$ cat config.mk
export PLATFORM = sky130hd
export DESIGN_NAME = bsb_div
export DESIGN_NICKNAME = d
export VERILOG_FILES = /design/src/design/bsb_pkg.sv /design/src/design/bsb_div.sv
export SDC_FILE = /design/constraint.sdc
export NUM_CORES = 1
export LEC_CHECK = 0
export BUFFER_PORTS_ARGS = -buffer_cell sky130_fd_sc_hd__clkbuf_2
export CORE_ASPECT_RATIO = 2
export CORE_UTILIZATION = 26
export CTS_CLUSTER_DIAMETER = 40
export CTS_CLUSTER_SIZE = 20
export DETAILED_ROUTE_END_ITERATION = 16
export HOLD_SLACK_MARGIN = 0.05
export PLACE_DENSITY = 0.5
export SLEW_MARGIN = 20
export SYNTH_ARGS = -nofsm -noshare
export SYNTH_HDL_FRONTEND = slang
export SYNTH_SLANG_ARGS = --single-unit
$ cat constraint.sdc
create_clock -name clk -period 4.04 [get_ports clk]
set_clock_uncertainty 0.1 [all_clocks]
set_input_delay 0.404 -clock clk [delete_from_list [all_inputs] [get_ports clk]]
set_output_delay 0.404 -clock clk [all_outputs]
set_load 0.02 [all_outputs]
$ cat src/design/bsb_pkg.sv
package bsb_pkg;

  localparam int unsigned WORD_W = 32;
  localparam int unsigned IDX_W  = 7;
  localparam int unsigned MAX_CTRL_POINTS = 64;
  localparam int unsigned MAX_DEGREE      = 7;
  localparam logic [32:0] UNIT_Q = 33'h0_8000_0000;

  typedef enum logic [8:0] {
    ST_IDLE   = 9'b000000001,
    ST_PROBE  = 9'b000000010,
    ST_CMP    = 9'b000000100,
    ST_LDK    = 9'b000001000,
    ST_LDW    = 9'b000010000,
    ST_TERM   = 9'b000100000,
    ST_DIV    = 9'b001000000,
    ST_ACC    = 9'b010000000,
    ST_EMIT   = 9'b100000000
  } state_t;

  typedef struct packed {
    logic        start;
    logic [63:0] dividend;
    logic [31:0] divisor;
  } div_req_t;

  typedef struct packed {
    logic        done;
    logic [31:0] quot;
    logic        big;
  } div_rsp_t;

endpackage

$ cat src/design/bsb_div.sv
module bsb_div (
  input  logic              clk,
  input  logic              rst_n,
  input  bsb_pkg::div_req_t req,
  output bsb_pkg::div_rsp_t rsp
);
  import bsb_pkg::*;

  logic [63:0] num_r, num_nxt;
  logic [32:0] rem_r, rem_nxt;
  logic [31:0] den_r, den_nxt;
  logic [6:0]  cnt_r, cnt_nxt;
  logic        run_r, run_nxt;
  logic        big_r, big_nxt;
  logic [32:0] sh;
  logic [33:0] dif;

  always_comb begin
    num_nxt = num_r;
    rem_nxt = rem_r;
    den_nxt = den_r;
    cnt_nxt = cnt_r;
    run_nxt = run_r;
    big_nxt = big_r;
    sh      = {rem_r[31:0], num_r[63]};
    dif     = {1'b0, sh} - {2'b0, den_r};
    if (req.start) begin
      num_nxt = req.dividend;
      den_nxt = req.divisor;
      rem_nxt = '0;
      cnt_nxt = 7'd64;
      run_nxt = 1'b1;
      big_nxt = 1'b0;
    end else if (run_r) begin
      num_nxt = {num_r[62:0], 1'b0};
      if (!dif[33]) begin
        rem_nxt = dif[32:0];
        num_nxt[0] = 1'b1;
        if (cnt_r > 7'd32) begin
          big_nxt = 1'b1;
        end
      end else begin
        rem_nxt = sh;
      end
      cnt_nxt = cnt_r - 7'd1;
      if (cnt_r == 7'd1) begin
        run_nxt = 1'b0;
      end
    end
  end

  always_ff @(posedge clk) begin
    if (!rst_n) begin
      run_r <= 1'b0;
      cnt_r <= '0;
    end else begin
      run_r <= run_nxt;
      cnt_r <= cnt_nxt;
    end
    num_r <= num_nxt;
    rem_r <= rem_nxt;
    den_r <= den_nxt;
    big_r <= big_nxt;
  end

  assign rsp.done = run_r && (cnt_r == 7'd1) && !req.start;
  assign rsp.quot = num_nxt[31:0];
  assign rsp.big  = big_nxt || (num_nxt[63:32] != 32'd0);

endmodule

==> summary.md <==
| Metric | Value |
|---|---|
| Status | complete, no violations |
| Total CTS buffers | 17 |
| Initial Util | 0.2659 |
| Synth async-reset ratio | 0 |
| Power per cell area | 447.1 mW/mm2 |
| Final hold violations | 0 |
| ANT cells | 0 |
| Worst VDD drop | 0.2766 mV |
| Crit Path Class | flop to primary output |
| Dpl hpwl | 15410 um |
| Synth cell types | 57 |
| Root Driver | clkbuf_16 |
| # Max-Cap Violations | 0 |
| Crit start category | flop |
| Post-synth EDFFs | 32 |
| Die area | 0.02967 mm2 |
| Worst Setup End Kind | primary output |
| Die height | 242.6 um |
| Global-route wire length before repair | 31820 um |
| Worst skew pair latency | 0.43 ns |
| Fmax | 268.4 MHz |
| Register area | 0.003067 mm2 |
| Vias in the first global route | 6439 |
| Mapped Nets | 974 |
| Largest net degree at the start of global routing | 98 |
| Met2 Use GR | 0.2771 |
| GR peak layer | met2 |
| RePlAce Congestion | 0.8323 |
| Initial antenna violation count | 0 |
| Final core occ | 0.3198 |
| CTS tree | yes |
| Filler cells | 3064 |
| GRT Overall Usage | 0.1406 |
| Vias | 6156 |
| Yosys warns | 0 |
| Multi-input logic area | 0.003826 mm2 |
| Min Hold Slack | 0.06272 ns |
| Yosys reg bits | 137 |
| Remaining DRCs | 0 |
| Syn Inst Count | 839 |
| Core area | 0.02830 mm2 |
| Leak | 3.830 nW |
| Slew Viols, Final | 0 |
| Final setup fails | 0 |
| Minimum clock period | 3.725 ns |
| Antenna Nets Post-Route | 0 |
| Avg WL per Cell | 15.30 um |
| H-Tree Depth | 4 |
| Share of cells above drive strength 1 | 0.1832 |
| Cell Rows | 87 |
| DP Cell Count | 1254 |
| Nets | 1077 |
| Setup bufs post-CTS | 0 |
| Die X | 122.3 um |
| CP arrival | 3.22 ns |
| Initial DRT Pass Iterations | 6 |
| Met1 GRT Util | 0.1273 |
| Worst EP required | 3.54 ns |
| Setup TNS | 0 ns |
| Hold Crit Class | input port to flop |
| Clock Path Buffers | 2 |
| IO buf count | 132 |
| Synth-to-layout area growth | 20.25% |
| Synth Area per Inst | 8.970 um2 |
| Detailed Route WL | 20060 um |
| Clock slew at reported path FFs | 0.06 ns |
| Final Non-Filler Cells | 1311 |
| Drt first-iter violations | 186 |
| Remaining Overflow, GRT | 0 |
| Grt met3 use | 0.02397 |
| RSZ-0062 raised after global routing | false |
| Max-Slew Margin vs Limit | 0.5231 |
| Vias per Instance | 4.696 |
| Seq/Total Area, Yosys | 0.4070 |
| Top Ports | 133 |
| Flop2flop setup slack | 0.87 ns |
| Clock tree sinks | 137 |
| Crit-path max FO | 6 |
| Most frequent cells in the layout | clkbuf_2, dfxtp_1, nand2_1, o21ai_0, mux2i_1 |
| Worst-Margin Slew | 0.7153 ns |
| Commonest non-fill, non-tap cell in the layout | clkbuf_2 |
| Synthesized area | 0.007526 mm2 |
| Final worst-path cycle share | 0.9221 |
| Top_reg_cell synth | dfxtp_1 |
-- cell type report --
cell class,count,share of cell area
inverter,46,0.01908
multi-input combinational,577,0.4228
clock inverter,10,0.007189
sequential,137,0.3389
clock buffer,22,0.05475
tap,356,0.04922
timing repair buffer,163,0.1081
-- critical path: stages, from the launching register on --
cell       delay, ns
edfxtp_1        0.33
inv_1           0.04
ha_1            0.38
nand4_1         0.19
or3_1           0.43
o2111ai_2       0.28
nand2_2         0.15
o21ai_4         0.20
nand3_1         0.27
o211ai_1        0.31
clkbuf_2        0.21
-- metrics by stage --
| step | instance area, um2 | total power [mW] | setup slack, ns |
|---|---|---|---|
| final | 9050 | 4.046 | 0.3149 |
| after global routing | 9050 | 4.262 | 0.06519 |
| after CTS | 9046 | 4.103 | 0.2136 |
| after detailed placement | 8235 | 2.593 | 0.6937 |
| after global placement | 8235 | 2.588 | 0.7730 |
| after floorplan | 7526 | 2.365 | 0.9451 |
-- synthesized netlist by cell type, types with 18 or more instances --
master	n	area [um2]
edfxtp_1	32	960.9
o21ai_0	87	435.4
buf_4	32	240.2
xnor2_1	18	157.7
ha_1	35	437.9
a21oi_1	38	190.2
nor2_1	49	183.9
nand2_1	102	382.9
clkbuf_1	32	120.1
mux2i_1	85	850.8
a211oi_1	29	217.7
dfxtp_1	105	2102
inv_1	46	172.7
-- sequential cells by signal, indices dropped and copies added, names as in the netlist --
name	flops
den_r	32
big_r	1
num_r	64
rem_r	32
cnt_r	7
run_r	1
-- cell families (layout without fill, tap and decap cells) --
logic type               count (synthesis)  count (layout)  synth area share
AND/OR/NAND/NOR                        214             214            0.1274
XOR/XNOR                                33              33           0.03840
adder cells (fa/ha/maj)                 36              36           0.06085
flip-flops                             137             137            0.4070
buffers and inverters                  125             241           0.08462
AO/OA/AOI/OAI                          209             209            0.1687
multiplexers                            85              85            0.1131
-- final timing paths --
| path | startpoint | to | cells past startpoint |
|---|---|---|---|
| worst max-delay path | den_r[10] | rsp[0] | 10 |
| worst min-delay path | req[20] | den_r[20] | 1 |
| worst max register to register | num_r[63] | rem_r[30] | 12 |
| worst min register to register | rem_r[1] | rem_r[1] | 2 |
-- power by group --
part,internal [mW],switching (mW)
logic,0.394,0.550
registers,1.54,0.0881
clock network,0.867,0.606
total,2.80,1.24
-- metal layers --
metal,vias up,routed length [um]
met1,2833,7068
li1,3152,-
met5,-,0
met2,132,11640
met3,39,477
met4,0,866
-- repair_timing --
item / in CTS / in global routing
endpoints found under the hold margin: 25 / 0
hold buffers: 25 / 0
endpoints found under the setup margin: 0 / 1
gates resized for setup: 0 / 1
No activity file was read; power rests on OpenSTA's default activity.
