## src/design/bsb_ram.sv

```systemverilog
module bsb_ram #(
  parameter int unsigned WIDTH = 32,
  parameter int unsigned DEPTH = 72
) (
  input  logic                     clk,
  input  logic                     we,
  input  logic [$clog2(DEPTH)-1:0] waddr,
  input  logic [WIDTH-1:0]         wdata,
  input  logic [$clog2(DEPTH)-1:0] raddr,
  output logic [WIDTH-1:0]         rdata
);

  logic [WIDTH-1:0] mem [DEPTH];

  always_ff @(posedge clk) begin
    if (we) begin
      mem[waddr] <= wdata;
    end
    rdata <= mem[raddr];
  end

endmodule

```

## config.mk

```make
export PLATFORM = sky130hd
export DESIGN_NAME = bsb_ram
export DESIGN_NICKNAME = d
export VERILOG_FILES = /design/src/design/bsb_ram.sv
export SDC_FILE = /design/constraint.sdc
export NUM_CORES = 2
export LEC_CHECK = 0
export ABC_CLOCK_PERIOD_IN_PS = 5550
export BUFFER_PORTS_ARGS = -buffer_cell sky130_fd_sc_hd__buf_4
export CAP_MARGIN = 15
export CORE_ASPECT_RATIO = 2
export CORE_MARGIN = 1.5
export CORE_UTILIZATION = 45
export CTS_BUF_LIST = sky130_fd_sc_hd__clkbuf_16
export CTS_CLUSTER_SIZE = 25
export DETAILED_ROUTE_END_ITERATION = 10
export SYNTH_ARGS = -nofsm -noshare
export SYNTH_HDL_FRONTEND = slang
export SYNTH_SLANG_ARGS = --single-unit
```

## constraint.sdc

```tcl
create_clock -name clk -period 5.55 [get_ports clk]
set_input_delay 1.665 -clock clk [delete_from_list [all_inputs] [get_ports clk]]
set_output_delay 1.665 -clock clk [all_outputs]
set_load 0.05 [all_outputs]
```

==> results by stage <==
GRT:
- Global routing finished with a remaining overflow of 0.
- Entering global routing, the biggest net connects 73 pins.
- The first global-routing pass estimated 344 mm of wire.
- The overall track demand over capacity in global routing is 24.9%.
- The number of global-route vias before repair was 43.8k.
- The initial antenna violation count was 16.

Die:
- The standard-cell row count is 230.
- The die covers 200000 um2.
- The die span in x is 317 um.
- In this run the vertical extent of the chip is 631 um.
- The I/O pin count is 80.
- The core footprint is 196000 um2.
- Once the floorplan was initialized, standard cells occupied 45.3% of the core.

Yosys:
- The most common cell in the synthesized netlist is sky130_fd_sc_hd__edfxtp_1.
- The number of enable-type register cells in the synthesized netlist is 2304.
- The number of warnings printed during yosys synthesis is 0.
- The most used flip-flop cell after synthesis is sky130_fd_sc_hd__edfxtp_1.
- The share of async-settable or async-resettable flops after synthesis is 0%.
- In the post-synthesis netlist, the biggest area contributors are sky130_fd_sc_hd__edfxtp_1 78%, sky130_fd_sc_hd__mux4_2 14%, sky130_fd_sc_hd__mux2_2 1.4%.
- After synthesis, the netlist uses 42 different library cells.
- The flip-flop and latch count after synthesis is 2336.
- The synthesized design devotes to its leading area cell type 78.0% of total area.
- For this run, the register share of the synthesized area comes to 78.7%.
- Synthesis produced a netlist with a net count of 3865.
- Counting every instance in the synthesized netlist gives 3817.
- Of all cell types, the one taking the most synthesized area is sky130_fd_sc_hd__edfxtp_1.
- In the synthesized netlist, the cells that appear most often are 2304 x sky130_fd_sc_hd__edfxtp_1, 555 x sky130_fd_sc_hd__mux4_2, 119 x sky130_fd_sc_hd__mux2i_1.
- The synthesized netlist occupies a cell area of 88700 um2.
- The mean instance size in the synthesized netlist is 23.2 um2.

Timing:
- The total count of hold-check failures in the final report is 0.
- For the finished layout, the period the worst path requires is 3.82 ns.
- Setup violations remaining at the end of the flow were counted as 0.
- The relative max-transition margin is 27.0%.
- For the pin with the worst max-slew slack, the measured transition is 1.07 ns.
- The highest clock rate is 262 MHz.
- Setup repair after global routing left no endpoint under its margin.
- The total negative slack for setup checks is 0 ns.
- The final count of pins violating max slew came to 0.
- The worst-case clock skew is 0.0368 ns.
- After layout, the worst path uses 68.8% of the clock period.

Detailed routing:
- In the routed layout, each cell is associated on average with a via count of 6.26.
- After detailed routing, the number of remaining DRC violations is 0.
- The routed design has 247 mm of wire.
- The count of routing violations after the opening detailed-route iteration is 4752.
- The average wire per standard cell is 36.3 um.
- In this run the remaining antenna-violating nets after routing total 0.
- Across all layers, the routed design uses 42.6k vias.
- For this run, the detailed router's first-pass iteration total came to 5.

Clock network:
- The CTS sink count is 2336.
- The clock latency on the worst-skew pair is 0.83 ns.
- The hold buffer count at cts is 0.
- The longest clock path from root to sink contains 4 buffers.
- The number of cells upsized or downsized after cts is 0.
- Clock tree synthesis inserted a total of 196 buffers.
- Clock tree synthesis selected as its root buffer the cell sky130_fd_sc_hd__clkbuf_16.
- CTS built an H-tree with a depth of 4.
- After clock tree synthesis, the clock-pin slew on the worst setup and hold paths is 0.07 ns.
- The clock tree from TritonCTS is built.
- Buffers added to address setup during post-CTS repair amount to 0.

Final layout:
- Cells with a size suffix above 1 make up 30.5% of the layout.
- The final-stage net count is 4140.
- Relative to the synthesized area, the layout overhead comes to 13.4%.

Worst setup path:
- The worst register-to-register path begins at mem[8][6]$_DFFE_PP_.
- The critical path goes through buf_4 > buf_4 > nand2b_1 > nor3_1 > nor4_2 > a211oi_1.
- Counting both buffers and inverters, the worst setup path holds a total of 2.
- The worst setup path is captured at a flop.
- The number of cells on the worst reg-to-reg path is 5.
- For this design, the slowest cell found on the critical path is sky130_fd_sc_hd__nor4_2.
- The logic depth of the worst path, buffers included is 6.
- Counting stages on the worst path, the most repeated cell is sky130_fd_sc_hd__buf_4.
- The critical path is of the in -> reg type.
- Of all nets on the critical path, the largest fanout is 26.
- The critical path starts at raddr[4].
- The critical path arrival is 4.48 ns.
- The top cell family by delay on the critical path is simple AND/OR/NAND/NOR gates.
- The largest single stage delay on the critical path is 0.82 ns.
- The worst setup path is launched from a primary input.
- The required time of the critical path is 6.21 ns.

Min path:
- In this run the worst hold path is classified as reg -> reg.
- The source of the worst hold timing path is mem[68][13]$_DFFE_PP_.
- Counting instances, the worst hold path has a depth of 4.

Outcome:
- The flow ran to the end, and the final reports show no timing, DRC or antenna violations.

Placed design:
- The count of buffers added on input and output ports is 79.
- Once detailed placement completed, the half-perimeter wirelength came to 144 mm.
- At the end of routability-driven placement, the weighted congestion stood at 0.816.

Power and ir drop:
- The total power is 35.5 mW.
- The net switching share of the total power is 21.1%.
- Per report_power, the sequential group accounts for 55.1% of the total.
- VDD sags by at most 0.000221 V.
- The share of total power in the clock network is 39.8%.
- Dividing total power by cell area gives a power density of 353 nW/um2.
- The share of total power dissipated in combinational logic is 5.2%.
- The internal power component is 28.0 mW.
- For this design the total switching power over the nets is 7.49 mW.
- The analysis attributes to cell leakage a power of 31.3 nW.

Run:
- The max capacitance violation total is 0.
routing by layer:
layer | track usage, % | routed length (um)
met5 | 0 | 56
met3 | 2.86 | 15200
met2 | 44.3 | 132000
met1 | 31.1 | 89300
met4 | 9.54 | 10500
final cells by class:
class                           count  area, um2
Multi-Input combinational cell   1275      18400
Clock buffer                      201       5030
Inverter                            1       3.75
Antenna cell                        8       20.0
Fill cell                       15047      95400
Timing Repair Buffer              282       2800
Tap cell                         2552       3190
Sequential cell                  2336      69800
Clock inverter                    146       1370
through the flow:
stage	utilization (%)	hold slack (ns)	setup WS (ns)	std cells	instance area, um2
after global placement	48.1	0.825	0.481	6445	94200
after floorplan	-	0.751	0.716	3817	88700
after detailed placement	48.1	0.822	0.935	6446	94200
final	51.3	0.830	1.73	6801	101000
after global routing	51.3	0.848	1.73	6796	101000
after CTS	51.3	0.825	1.80	6793	101000
final timing paths:
path / to / slack, ns
hold / removal: rdata[13]$_DFF_P_ / 0.83
setup / recovery: rdata[17]$_DFF_P_ / 1.73
setup reg to reg: rdata[6]$_DFF_P_ / 3.35
hold reg to reg: rdata[13]$_DFF_P_ / 0.83
state kept, by name (all words and copies together) (netlist names):
signal,flops
mem,2304
rdata,32
kinds of logic after synthesis:
logic type,Yosys count,synth area share (%)
buffers and inverters,206,1.23
multiplexers,783,16.8
AND/OR/NAND/NOR,235,1.22
AO/OA/AOI/OAI,257,2.04
flip-flops,2336,78.7
tightest hold or removal path, cell delays in order (launching register included):
cell                       delay (ns)
sky130_fd_sc_hd__edfxtp_1        0.32
sky130_fd_sc_hd__mux4_2          0.22
sky130_fd_sc_hd__mux2_2          0.14
sky130_fd_sc_hd__nand2_1         0.07
sky130_fd_sc_hd__nand3_1         0.07
cell usage in the layout, fill, tap and decap left out, types with 5 or more instances in the layout:
master and count:
sky130_fd_sc_hd__edfxtp_1 2304, sky130_fd_sc_hd__mux4_2 555, sky130_fd_sc_hd__buf_4 225, sky130_fd_sc_hd__clkbuf_16 201, sky130_fd_sc_hd__mux2i_1 119, sky130_fd_sc_hd__mux2_2 109, sky130_fd_sc_hd__a22oi_1 92, sky130_fd_sc_hd__nor2_4 70
sky130_fd_sc_hd__o22ai_1 57, sky130_fd_sc_hd__buf_12 53, sky130_fd_sc_hd__nand2_1 46, sky130_fd_sc_hd__clkinv_1 45, sky130_fd_sc_hd__inv_1 36, sky130_fd_sc_hd__a211oi_1 35, sky130_fd_sc_hd__nand3_1 32, sky130_fd_sc_hd__dfxtp_1 32
sky130_fd_sc_hd__bufinv_16 28, sky130_fd_sc_hd__clkinv_2 24, sky130_fd_sc_hd__nor2b_1 20, sky130_fd_sc_hd__a21oi_1 19, sky130_fd_sc_hd__nor3_1 16, sky130_fd_sc_hd__o21ai_0 14, sky130_fd_sc_hd__nor2_1 14, sky130_fd_sc_hd__a221oi_1 11
sky130_fd_sc_hd__nand2b_1 10, sky130_fd_sc_hd__diode_2 8, sky130_fd_sc_hd__clkinvlp_4 8, sky130_fd_sc_hd__o31ai_1 7, sky130_fd_sc_hd__nor4_1 6, sky130_fd_sc_hd__and2_1 5, sky130_fd_sc_hd__a2111oi_0 5
power groups by stage:
stage | logic (mW) | clock network (mW) | registers (mW)
after detailed placement | 1.86 | 0 | 19.9
after floorplan | 0.916 | 0 | 20.0
final | 1.84 | 14.1 | 19.5
after global routing | 1.93 | 14.8 | 19.5
after global placement | 1.83 | 0 | 19.9
after CTS | 1.86 | 14.3 | 19.5
No activity file was read; power rests on OpenSTA's default activity.
